### src/bhd_pkg.sv
// Shared types and codes for the button hold duration classifier.
`timescale 1ns / 1ps
`default_nettype none

package bhd_pkg;

  localparam int unsigned TimeW   = 64;
  localparam int unsigned HoldW   = 32;
  localparam int unsigned CfgIdxW = 1;

  // event kinds
  localparam logic [1:0] EV_SHORT   = 2'd0;
  localparam logic [1:0] EV_RESTART = 2'd1;
  localparam logic [1:0] EV_FACTORY = 2'd2;
  localparam logic [1:0] EV_NONE    = 2'd3;

  // LED overlay codes
  localparam logic [1:0] OV_NONE    = 2'd0;
  localparam logic [1:0] OV_RESTART = 2'd1;
  localparam logic [1:0] OV_FACTORY = 2'd2;

  // register indexes
  localparam logic [CfgIdxW-1:0] REG_RESTART_HOLD = 1'd0;
  localparam logic [CfgIdxW-1:0] REG_FACTORY_HOLD = 1'd1;

  localparam logic [HoldW-1:0] RESTART_HOLD_RST = 32'd3000;
  localparam logic [HoldW-1:0] FACTORY_HOLD_RST = 32'd10000;

  typedef struct packed {
    logic [HoldW-1:0] restart_hold_ms;
    logic [HoldW-1:0] factory_hold_ms;
  } bhd_cfg_t;

  typedef struct packed {
    logic [1:0] led_overlay;
    logic [1:0] event_kind;
    logic       event_valid;
  } bhd_result_t;

endpackage

`default_nettype wire

### src/bhd_cfg_regs.sv
// Threshold configuration registers.
`timescale 1ns / 1ps
`default_nettype none

module bhd_cfg_regs (
  input  wire logic                         clk_i,
  input  wire logic                         rst_ni,
  input  wire logic                         cfg_we_i,
  input  wire logic [bhd_pkg::CfgIdxW-1:0]  cfg_index_i,
  input  wire logic [bhd_pkg::HoldW-1:0]    cfg_wdata_i,
  output bhd_pkg::bhd_cfg_t                 cfg_o
);
  import bhd_pkg::*;

  logic [HoldW-1:0] restart_q;
  logic [HoldW-1:0] factory_q;

  always_ff @(posedge clk_i or negedge rst_ni) begin
    if (!rst_ni) begin
      restart_q <= RESTART_HOLD_RST;
      factory_q <= FACTORY_HOLD_RST;
    end else if (cfg_we_i) begin
      unique case (cfg_index_i)
        REG_RESTART_HOLD: restart_q <= cfg_wdata_i;
        REG_FACTORY_HOLD: factory_q <= cfg_wdata_i;
        default: ;
      endcase
    end
  end

  assign cfg_o.restart_hold_ms = restart_q;
  assign cfg_o.factory_hold_ms = factory_q;

endmodule

`default_nettype wire

### src/bhd_classify.sv
// Hold phase tracking and classification of one sample.
`timescale 1ns / 1ps
`default_nettype none

module bhd_classify (
  input  wire logic                       clk_i,
  input  wire logic                       rst_ni,
  input  wire logic                       step_i,
  input  wire logic                       button_down_i,
  input  wire logic [bhd_pkg::TimeW-1:0]  time_ms_i,
  input  bhd_pkg::bhd_cfg_t               cfg_i,
  output bhd_pkg::bhd_result_t            result_o
);
  import bhd_pkg::*;

  localparam logic [1:0] PH_RELEASED = 2'd0;
  localparam logic [1:0] PH_PRESSED  = 2'd1;
  localparam logic [1:0] PH_RESTART  = 2'd2;
  localparam logic [1:0] PH_FACTORY  = 2'd3;

  logic [1:0]       phase_q, phase_d;
  logic [TimeW-1:0] start_q, start_d;
  logic [TimeW:0]   diff;
  logic [TimeW-1:0] dur;
  logic             went_back;
  logic             ge_factory;
  logic             ge_restart;

  // one subtract gives both the duration and the time-went-backwards borrow
  assign diff       = {1'b0, time_ms_i} - {1'b0, start_q};
  assign dur        = diff[TimeW-1:0];
  assign went_back  = diff[TimeW];
  assign ge_factory = (dur[TimeW-1:HoldW] != '0) || (dur[HoldW-1:0] >= cfg_i.factory_hold_ms);
  assign ge_restart = (dur[TimeW-1:HoldW] != '0) || (dur[HoldW-1:0] >= cfg_i.restart_hold_ms);

  always_comb begin
    phase_d              = phase_q;
    start_d              = start_q;
    result_o.event_valid = 1'b0;
    result_o.event_kind  = EV_NONE;
    result_o.led_overlay = OV_NONE;
    if (!button_down_i) begin
      if (phase_q != PH_RELEASED) begin
        result_o.event_valid = 1'b1;
        priority if (ge_factory) result_o.event_kind = EV_FACTORY;
        else if (ge_restart)     result_o.event_kind = EV_RESTART;
        else                     result_o.event_kind = EV_SHORT;
        phase_d = PH_RELEASED;
      end
    end else if (phase_q == PH_RELEASED) begin
      phase_d = PH_PRESSED;
      start_d = time_ms_i;
    end else if (went_back) begin
      phase_d = PH_RELEASED;
    end else begin
      if (phase_q == PH_PRESSED || phase_q == PH_RESTART) begin
        if (ge_factory) begin
          phase_d = PH_FACTORY;
        end else if (phase_q == PH_PRESSED && ge_restart) begin
          phase_d = PH_RESTART;
        end
      end
      unique case (phase_d)
        PH_RESTART: result_o.led_overlay = OV_RESTART;
        PH_FACTORY: result_o.led_overlay = OV_FACTORY;
        default:    result_o.led_overlay = OV_NONE;
      endcase
    end
  end

  always_ff @(posedge clk_i or negedge rst_ni) begin
    if (!rst_ni) begin
      phase_q <= PH_RELEASED;
      start_q <= '0;
    end else if (step_i) begin
      phase_q <= phase_d;
      start_q <= start_d;
    end
  end

endmodule

`default_nettype wire

### src/button_hold_duration_classifier.sv
// Top level: input register, classifier and result register.
`timescale 1ns / 1ps
`default_nettype none

// Button hold classifier. Each input item is one sample of the button level
// with a 64-bit millisecond timestamp; each produces exactly one result item
// with the release event (short, restart or factory) and the LED overlay.
// Items pass an input register, the classification logic (a 64-bit subtract
// and two threshold compares) and a result register; a new item is taken
// every cycle while the result side keeps up. The user must write thresholds
// through the cfg port only while no item is in flight; the block does not enforce this.

module button_hold_duration_classifier (
  input  wire logic                         clk_i,
  input  wire logic                         rst_ni,
  input  wire logic                         s_axis_tvalid,
  output      logic                         s_axis_tready,
  input  wire logic [71:0]                  s_axis_tdata,  // [0] button_down, [64:1] time_ms
  output      logic                         m_axis_tvalid,
  input  wire logic                         m_axis_tready,
  output      logic [7:0]                   m_axis_tdata,  // [0] event_valid,
                                                           // [2:1] event_kind, [4:3] led_overlay
  input  wire logic                         cfg_we_i,
  input  wire logic [bhd_pkg::CfgIdxW-1:0]  cfg_index_i,
  input  wire logic [bhd_pkg::HoldW-1:0]    cfg_wdata_i
);
  import bhd_pkg::*;

  bhd_cfg_t         cfg;
  bhd_result_t      result;
  logic             in_valid_q;
  logic             in_down_q;
  logic [TimeW-1:0] in_time_q;
  logic             out_valid_q;
  bhd_result_t      out_res_q;
  logic             advance;

  assign advance       = in_valid_q && (!out_valid_q || m_axis_tready);
  assign s_axis_tready = !in_valid_q || advance;

  always_ff @(posedge clk_i or negedge rst_ni) begin
    if (!rst_ni) begin
      in_valid_q <= 1'b0;
    end else if (s_axis_tready) begin
      in_valid_q <= s_axis_tvalid;
    end
  end

  always_ff @(posedge clk_i) begin
    if (s_axis_tready && s_axis_tvalid) begin
      in_down_q <= s_axis_tdata[0];
      in_time_q <= s_axis_tdata[TimeW:1];
    end
  end

  bhd_cfg_regs u_cfg (
    .clk_i       (clk_i),
    .rst_ni      (rst_ni),
    .cfg_we_i    (cfg_we_i),
    .cfg_index_i (cfg_index_i),
    .cfg_wdata_i (cfg_wdata_i),
    .cfg_o       (cfg)
  );

  bhd_classify u_classify (
    .clk_i         (clk_i),
    .rst_ni        (rst_ni),
    .step_i        (advance),
    .button_down_i (in_down_q),
    .time_ms_i     (in_time_q),
    .cfg_i         (cfg),
    .result_o      (result)
  );

  always_ff @(posedge clk_i or negedge rst_ni) begin
    if (!rst_ni) begin
      out_valid_q <= 1'b0;
    end else if (advance) begin
      out_valid_q <= 1'b1;
    end else if (m_axis_tready) begin
      out_valid_q <= 1'b0;
    end
  end

  always_ff @(posedge clk_i) begin
    if (advance) begin
      out_res_q <= result;
    end
  end

  assign m_axis_tvalid = out_valid_q;
  assign m_axis_tdata  = {3'b000, out_res_q};

endmodule

`default_nettype wire

### config.mk
export PLATFORM = sky130hd
export DESIGN_NAME = button_hold_duration_classifier
export DESIGN_NICKNAME = d
export VERILOG_FILES = /design/src/bhd_pkg.sv /design/src/bhd_cfg_regs.sv /design/src/bhd_classify.sv /design/src/button_hold_duration_classifier.sv
export SDC_FILE = /design/constraint.sdc
export NUM_CORES = 1
export LEC_CHECK = 0
export BUFFER_PORTS_ARGS = -buffer_cell sky130_fd_sc_hd__buf_2
export CAP_MARGIN = 20
export CORE_MARGIN = 2
export CORE_UTILIZATION = 57
export CTS_CLUSTER_DIAMETER = 200
export DETAILED_ROUTE_END_ITERATION = 7
export PLACE_DENSITY = 0.8
export SLEW_MARGIN = 20
export SYNTH_ARGS = -nofsm -noshare
export SYNTH_HDL_FRONTEND = slang
export SYNTH_SLANG_ARGS = --single-unit
### constraint.sdc
create_clock -name clk_i -period 5.95 [get_ports clk_i]
set_clock_uncertainty 0.15 [all_clocks]
set_input_delay 0.595 -clock clk_i [delete_from_list [all_inputs] [get_ports clk_i]]
set_output_delay 0.595 -clock clk_i [all_outputs]
set_load 0.02 [all_outputs]
== Word-level counts from Yosys, hierarchy flattened ==
Index checks and enable logic that the tools add are counted.

* Input bits: 110
* Register bits: 202
* Word-level logic and storage cells: 60

* Reduce and logical (&&, ||, !) cells: 22
* Multiplexer cells: 16
* Magnitude comparators: 2
* Bitwise logic cells: 3
* Add/subtract/negate cells: 1
* Equal/unequal tests: 4

{| class="wikitable"
|+ Operators with widths
! operator !! count
|-
| $sub 64x64->65 || 1
|-
| $ge 32x32->1 || 2
|-
| $reduce_bool 32->1 || 1
|-
| $mux 2 || 10
|-
| $eq 2x2->1 const B || 3
|-
| $reduce_and 2->1 || 3
|-
| $reduce_bool 2->1 || 3
|-
| $reduce_or 3->1 || 2
|-
| $logic_or 1x1->1 || 5
|-
| $mux 1 || 5
|-
| $pmux 2 s2 || 1
|-
| $logic_and 1x1->1 || 3
|-
| $not 1->1 || 3
|-
| $reduce_and 3->1 || 1
|-
| $eq 2x1->1 const B || 1
|-
| $logic_not 1->1 || 2
|-
| $logic_not 2->1 || 1
|-
| $reduce_or 2->1 || 1
|}

== Logic depth before layout (Yosys ltp) ==
Gate-level depths: netlist of run 1.

* Depth after elaboration: 13
* Depth in mapped cells: 23
* Gate-level depth less buffers: 23

== Hierarchy ==
From an unflattened synthesis of run 1, not the netlist that was laid out.

* Cell total of the unflattened synthesis: 1,363
* Area total of the unflattened synthesis: 13,491.7 µm²

{| class="wikitable"
|+ Modules (own cells, without submodules)
! module !! seq. area each (µm²) !! area an instance (µm²) !! times used !! cells an instance
|-
| bhd_classify || 1,651.6 || 8,818.5 || 1 || 1,144
|-
| bhd_cfg_regs || 1,616.6 || 2,441.1 || 1 || 137
|-
| button_hold_duration_classifier || 2,152.1 || 2,232.1 || 1 || 82
|}

== Worst setup path after synthesis of run 1 ==
No wires, ideal clock.

* Path type: reg2reg
* From: reg u_classify.start_q[0]
* To: reg u_classify.phase_q[0]
* Data arrival time: 4.488 ns
* Required time: 5.676 ns
* Setup slack: 1.188 ns
* Path buffers: 0
* Cell stages (with the launch flop): 22
* Path through: dfrtp_1 -> ha_1 -> fa_1 -> and2b_1 -> o2111ai_1 -> a2111oi_2 -> nor3_2 -> o21bai_1 -> a31o_2 -> xor2_1 -> ha_1 -> a21o_1 -> a21o_1 -> a21o_1 -> a21oi_1 -> nor2b_1 -> o21ai_0 -> o211ai_1 -> nor4_2 -> nand3_2 -> and2_4 -> a211o_1

* Cells in the longest elaborated chain, start to end: 13
* Elaborated cells between the ends (all ways): 16
* Those cells by class: 1 x add/sub; 2 x order compare; 9 x mux; 4 x reduce/logical

{| class="wikitable"
|+ RTL lines
! what !! line !! RTL
|-
| from (decl) || bhd_classify.sv:22 || <nowiki>logic [TimeW-1:0] start_q, start_d;</nowiki>
|-
| from (signal assigned) || bhd_classify.sv:77 || <nowiki>start_q <= start_d;</nowiki>
|-
| $sub 64x64->65 * || bhd_classify.sv:30 || <nowiki>assign diff = {1'b0, time_ms_i} - {1'b0, start_q};</nowiki>
|-
| $ge 32x32->1 / $reduce_bool 32->1 (equally long branches) || bhd_classify.sv:34, bhd_classify.sv:33 ||
|-
| $logic_or 1x1->1 || bhd_classify.sv:34 || <nowiki>assign ge_restart = (dur[TimeW-1:HoldW] != '0) || (dur[HoldW-1:0] >= cfg_i.restart_hold_ms);</nowiki>
|-
| $logic_and 1x1->1 || bhd_classify.sv:59 || <nowiki>end else if (phase_q == PH_PRESSED && ge_restart) begin</nowiki>
|-
| $mux 2 || bhd_classify.sv:59 ||
|-
| $mux 2 || bhd_classify.sv:57 || <nowiki>if (ge_factory) begin</nowiki>
|-
| $mux 2 || bhd_classify.sv:56 || <nowiki>if (phase_q == PH_PRESSED || phase_q == PH_RESTART) begin</nowiki>
|-
| $mux 2 || bhd_classify.sv:53 || <nowiki>end else if (went_back) begin</nowiki>
|-
| $mux 2 || bhd_classify.sv:50 || <nowiki>end else if (phase_q == PH_RELEASED) begin</nowiki>
|-
| $mux 2 || bhd_classify.sv:42 || <nowiki>if (!button_down_i) begin</nowiki>
|-
| $mux 2 * || bhd_classify.sv:53 ||
|-
| $mux 2 * || bhd_classify.sv:50 ||
|-
| $mux 2 * || bhd_classify.sv:42 ||
|-
| to (signal assigned) || bhd_classify.sv:76 || <nowiki>phase_q <= phase_d;</nowiki>
|-
| to (decl) || bhd_classify.sv:21 || <nowiki>logic [1:0] phase_q, phase_d;</nowiki>
|}

Every way passes the cells marked *; elsewhere a longest branch is shown, timed or not. The select of a mux whose other input is x is not followed.
A chain may end at the register's enable or synchronous reset.

== Final worst setup path of run 1 ==
Ends and elaborated chain as after synthesis.

==> metrics.cfg, run 1 <==
[status]
status=complete, no violations

[route]
routed_wl_um=35100
drtIter0Drc=910
via_per_inst=6.00
first_pass_iters=6
post_drt_wl_per_cell_um=19.1
drc=0
vias=11000
antenna_left=0

[global_routing]
grt_pass1_vias=10500
grt-ovfl-total=0
grt_max_degree=76
grt_pass1_wl_um=55600
grt.total_usage_pct=28.1
antenna_found_initial=0

[die]
die_y_um=159
initial_core_util_pct=58.0
pin_count=120
fp.coreArea_um2=23500
row_count=56
dieWidth_um=159
dieArea_um2=25200

[finish]
fin_cells=1836
n_antenna_cell=0
layout-drive-gt1-share_pct=19.6
nNetsFinal=1743
area_growth_pct=10.6
layout_common_cells=inv_1 (141), nand2_1 (141), ha_1 (130)
nFillCells=1971

[cts]
cts_tree=yes
cts_buffers=22
cts_sinks=202
ctsHtreeMaxLevel=1
cts.path.max_buffers=3
path_clk_slew_ns=0.06
clock-root-buffer=clkbuf_16
cts_hold_buf=0
clk_latency_ns=0.52

[synthesis]
synth_cell_types=87
ys_seq_area_share_pct=39.8
async_flop_share_pct=65.3
synth.top_cell.area_share_pct=22.0
netlist_instances=1418
yosysWarnings=0
synth-edff-count=70
synth_top_area_cell=dfrtp_1
synth_seq_cells=202
synth_area_leaders=dfrtp_1 (22%), edfxtp_1 (15%), ha_1 (12%), mux2_2 (8.1%), a21oi_1 (3.9%)
syn-cell-area_um2=13600
synth_flop_cell=dfrtp_1
avgSynthCellArea_um2=9.61

[sta]
hold_violations=0
setup_violations=0
slew_viol_final=0
worstMarginPinSlew_ns=0.965
finalSetupTns_ns=0
fin_crit_sh_pct=93.8
fin_crit_ns=5.58
setup_ws_ns=0.368
rsz0062_at_grt=no
max_slew_margin_pct=35.7
max_clock_freq_mhz=179

[critical_path]
crit_type=reg -> reg
worstPathMaxFanout=4
start_kind=flop
cp-end-kind=flop
r2r_cells=20
cp_data_arrival_time_ns=5.82
required_ns=6.19

[run]
maxCapViolCount=0

[place]
dp.cells=1797
post-place-ws_ns=0.317
io_buffers=109
place_congestion=0.937
place_hpwl_um=27000

[power]
power.density_nw_per_um2=558
finalPower_mw=8.40
power.leakage_nw=6.74
irDropWorstVdd_v=0.000342

[worst_hold_path]
hp-class=in -> async

worst max-delay path: stages (launching register included):
cell,delay (ns)
dfrtp_1,0.38
ha_1,0.21
fa_1,0.40
and2b_1,0.27
o2111ai_1,0.21
a2111oi_2,0.51
nor3_2,0.13
o21bai_1,0.29
xor2_1,0.30
ha_1,0.31
a21o_1,0.17
a21o_1,0.20
a21o_1,0.18
a211oi_1,0.29
o211ai_1,0.16
a21oi_1,0.19
o211ai_1,0.15
nor4_2,0.36
nand3_2,0.13
and2_4,0.19
a211o_1,0.28
cell families (layout without fill, tap and decap cells):
kind of cell / after synthesis / after routing / share of synthesized area (%)
AO/OA/AOI/OAI: 383 / 383 / 18.3
XOR/XNOR: 44 / 44 / 2.83
adder cells (fa/ha/maj): 131 / 131 / 12.1
buffers and inverters: 198 / 295 / 6.02
flip-flops: 202 / 202 / 39.8
multiplexers: 99 / 99 / 8.17
other: 1 / 3 / 0.0275
AND/OR/NAND/NOR: 360 / 360 / 12.8
final cells by class:
type / count / area, um^2 / share of cell area, %
clock buffers: 32 / 649 / 4.31
clock inverters: 7 / 61.3 / 0.407
inverters: 141 / 529 / 3.51
multi-input cells: 1020 / 7410 / 49.2
flip-flops and latches: 202 / 5420 / 36.0
well taps: 319 / 399 / 2.65
repair buffers: 115 / 593 / 3.94
metal layers:
| metal | up-vias | wire [um] | track usage [%] |
|---|---|---|---|
| li1 | 5286 | - | - |
| met1 | 5320 | 16700 | 41.3 |
| met2 | 359 | 15800 | 44.8 |
| met3 | 49 | 1950 | 3.38 |
| met4 | 0 | 704 | 5.83 |
| met5 | - | 0 | 0 |
final timing paths:
check / startpoint / to / slack, ns
max: u_classify.start_q[0] / u_classify.phase_q[0] / 0.37
min: rst_ni / u_classify.start_q[10] / 0.002
max reg2reg: u_classify.start_q[0] / u_classify.phase_q[0] / 0.37
min reg2reg: u_classify.start_q[0] / u_classify.start_q[0] / 0.35
max in group asynchronous: rst_ni / m_axis_tvalid / 4.18
min in group clk_i: s_axis_tdata[9] / in_time_q[8] / 0.10
state kept, by name (all words and copies together), names as in the netlist:
name / cells
in_down_q: 1
in_time_q: 64
in_valid_q: 1
m_axis_tdata: 5
m_axis_tvalid: 1
u_cfg.factory_q: 32
u_cfg.restart_q: 32
u_classify.phase_q: 2
u_classify.start_q: 64
cells in the mapped netlist (7+ instances only):
| master | instances |
|---|---|
| nor2_1 | 81 |
| xnor2_1 | 23 |
| dfrtp_1 | 120 |
| o21a_1 | 19 |
| nor3_1 | 18 |
| o211ai_1 | 10 |
| a21o_1 | 41 |
| mux2_2 | 98 |
| o21ai_1 | 14 |
| nand4_1 | 47 |
| o21bai_1 | 10 |
| nand2_1 | 141 |
| a211oi_1 | 13 |
| clkbuf_1 | 32 |
| dfstp_2 | 12 |
| nor4_1 | 11 |
| xor2_1 | 21 |
| edfxtp_1 | 70 |
| nand2b_1 | 9 |
| a21oi_1 | 106 |
| ha_1 | 130 |
| nand3_1 | 10 |
| o21ai_0 | 93 |
| inv_1 | 141 |
| buf_1 | 7 |
metrics by stage:
stage | cell area [um^2] | utilization, % | hold WS, ns
finish | 15100 | 64.2 | 0.00202
global placement | 14300 | 61.1 | 0.324
floorplan | 13600 | - | 0.149
detailed placement | 14300 | 61.1 | 0.336
CTS | 15100 | 64.2 | 0.0267
global route | 15100 | 64.2 | 0.0791
power breakdown:
group	switching, mW	internal (mW)	leakage [nW]
Clock	0.546	0.797	0.351
Sequential	0.161	1.78	2.23
Combinational	3.13	1.99	4.16
timing repair:
action	CTS	global route
gates resized for setup	0	2
buffers inserted	0	0
setup endpoints to repair	0	3
(Power assumes the default switching activity.)
==> inputs of run 2 (changes only) <==
- CELL_PAD_IN_SITES_DETAIL_PLACEMENT: not set -> 1
- CELL_PAD_IN_SITES_GLOBAL_PLACEMENT: not set -> 2
- CORE_UTILIZATION: 57 -> 39
- HOLD_SLACK_MARGIN: not set -> 0.06
- PLACE_DENSITY: 0.8 -> 0.84
==> run 2 against run 1 <==
Net effect:
- worst setup slack better by 0.033 ns
- first-iteration DRC count fell by 47%
- flip-flop and latch count unchanged
- core utilization down 19 points
- register-to-register slack improved by 0.03 ns
- non-clock buffer count up 44
==> metrics.cfg, run 2 (synthesis results as in run 1) <==
[status]
status=complete, no violations  ; unchanged

[route]
first_pass_iters=5  ; was 6
antenna_left=0  ; unchanged
vias=11200  ; was 11.0k
via_per_inst=5.52  ; was 6.00
post_drt_wl_per_cell_um=19.6  ; was 19.1 um
drtIter0Drc=484  ; was 910
drc=0  ; unchanged
routed_wl_um=39600  ; was 35100 um

[sta]
worstMarginPinSlew_ns=0.964  ; was 0.965 ns
slew_viol_final=0  ; unchanged
fin_crit_ns=5.55  ; was 5.58 ns
hold_violations=0  ; unchanged
fin_crit_sh_pct=93.3  ; was 93.8%
setup_violations=0  ; unchanged
finalSetupTns_ns=0  ; unchanged
max_clock_freq_mhz=180  ; was 179 MHz
max_slew_margin_pct=35.8  ; was 35.7%

[power]
power.internal_mw=4.66  ; was 4.57 mW
p_switching_mw=3.98  ; was 3.83 mW
power.density_nw_per_um2=549  ; was 558 nW/um^2
swShare_pct=46.0  ; was 45.6%
seqPwrFrac_pct=22.5  ; was 23.1%
irDropWorstVdd_v=0.000231  ; was 0.000342 V
power.leakage_nw=6.94  ; was 6.74 nW
combPwrFrac_pct=61.2  ; was 60.9%
clockPowerShare_pct=16.3  ; was 16.0%

[worst_hold_path]
whs_path_depth=1
hp-class=in -> reg  ; was in -> async
hold_end=in_time_q[61]
hold_path_startpoint=s_axis_tdata[62]

[critical_path]
cp-end-kind=flop  ; unchanged
required_ns=6.17  ; was 6.19 ns
cp_data_arrival_time_ns=5.77  ; was 5.82 ns
worstPathMaxFanout=4  ; unchanged
crit_type=reg -> reg  ; unchanged
ff2ff_setup_slack_ns=0.40  ; was 0.37 ns
reg2reg_from=u_classify.start_q[0]  ; unchanged
start_kind=flop  ; unchanged
reg2reg_to=m_axis_tdata[4]  ; was u_classify.phase_q[0]
r2r_cells=22  ; was 20

[finish]
fin_area_um2=15700  ; was 15100 um^2
area_growth_pct=15.5  ; was 10.6%
n_antenna_cell=0  ; unchanged
seq_area_um2=5420  ; unchanged
multiInputGateArea_um2=7430  ; was 7410 um^2
nFillCells=3895  ; was 1971
layout-drive-gt1-share_pct=19.6  ; about the same
layout_common_cells=inv_1 (141), nand2_1 (141), ha_1 (130)  ; unchanged
reg.largest.list=in_time_q (64), u_classify.start_q (64)  ; unchanged
nNetsFinal=1790  ; was 1743
fin_cells=2023  ; was 1836

[global_routing]
grt_pass1_vias=11600  ; was 10.5k
grt_max_degree=87  ; was 76
grt.total_usage_pct=22.2  ; was 28.1%
grt-ovfl-total=0  ; unchanged
grt_pass1_wl_um=63800  ; was 55600 um
antenna_found_initial=0  ; unchanged

[die]
dieArea_um2=36400  ; was 25200 um^2
fp.coreArea_um2=34500  ; was 23500 um^2
row_count=68  ; was 56
die_y_um=191  ; was 159 um
dieWidth_um=191  ; was 159 um
pin_count=120  ; unchanged
initial_core_util_pct=39.5  ; was 58.0%

[place]
dp.cells=1938  ; was 1797
io_buffers=109  ; unchanged
place_congestion=0.866  ; was 0.937
place_hpwl_um=30900  ; was 27000 um
place_area_um2=14600  ; was 14300 um^2

[cts]
postCtsSetupBuffers=0  ; unchanged
cts_buffers=25  ; was 22
clock-root-buffer=clkbuf_16  ; unchanged
cts_sinks=202  ; unchanged
ctsHtreeMaxLevel=1  ; unchanged
path_clk_slew_ns=0.06  ; about the same
clk_latency_ns=0.55  ; was 0.52 ns
cts.path.max_buffers=3  ; unchanged
cts_tree=yes  ; unchanged

[run]
maxCapViolCount=0  ; unchanged

-- run 2: critical path, cell delays in order, from the launching register on --
cell	delay, ns
dfrtp_1	0.38
ha_1	0.22
fa_1	0.42
and2b_1	0.26
o2111ai_1	0.19
a2111oi_2	0.40
buf_4	0.19
nor3_2	0.07
a21oi_1	0.22
xor2_1	0.33
ha_1	0.31
a21o_1	0.16
a21oi_1	0.13
o21ai_0	0.14
a2111oi_1	0.38
buf_4	0.19
o21ai_0	0.09
buf_4	0.17
a21oi_1	0.19
nor4b_2	0.23
a31o_2	0.23
nand3_1	0.10
a21oi_1	0.21
-- run 2: area by class of cell --
class,instances,share of cell area (%)
clock inverters,9,0.421
repair buffers,159,6.51
multi-input cells,1020,47.2
inverters,141,3.36
clock buffers,37,4.39
well taps,455,3.62
flip-flops and latches,202,34.4
-- run 2: through the flow --
stage                     power (mW)  setup slack [ns]  hold WS [ns]  utilization (%)
after CTS                       8.65            0.0689        0.0602             45.6
after global placement          6.93             0.261         0.323             42.3
final                           8.64             0.401        0.0866             45.7
after detailed placement        7.14             0.152         0.343             42.3
after floorplan                 5.60              1.19         0.149                -
after global routing            9.39          -0.00297        0.0652             45.7
-- run 2: how the worst max path moves through the flow --
stage	from	end	slack, ns	cells past startpoint
global placement	in_time_q[0]	u_classify.phase_q[0]	0.26	22
floorplan	u_classify.start_q[0]	u_classify.phase_q[0]	1.19	21
CTS	in_time_q[0]	u_classify.phase_q[0]	0.07	22
global route	in_time_q[0]	m_axis_tdata[4]	-0.003	23
finish	u_classify.start_q[0]	m_axis_tdata[4]	0.40	22
detailed placement	in_time_q[0]	u_classify.phase_q[0]	0.15	22
-- run 2: layer usage --
layer  wire length (um)  vias up  GRT usage, %
met5                  0        -             0
met4                638        0          5.10
met3               1410       38          2.18
met2              18300      199          36.2
met1              19200     5549          31.7
li1                   -     5386             -
-- run 2: power groups by stage --
stage                     logic, mW  registers, mW  clock network (mW)
final                          5.29           1.94                1.41
after global routing           5.90           1.98                1.51
after global placement         4.99           1.94                   0
after detailed placement       5.17           1.97                   0
after floorplan                3.68           1.92                   0
after CTS                      5.24           1.95                1.46
-- run 2: what timing repair did --
| action | in CTS | in global routing |
|---|---|---|
| gates resized for setup | 0 | 6 |
| hold endpoints to repair | 111 | 0 |
| hold buffers | 39 | 0 |
| endpoints found under the setup margin | 0 | 6 |
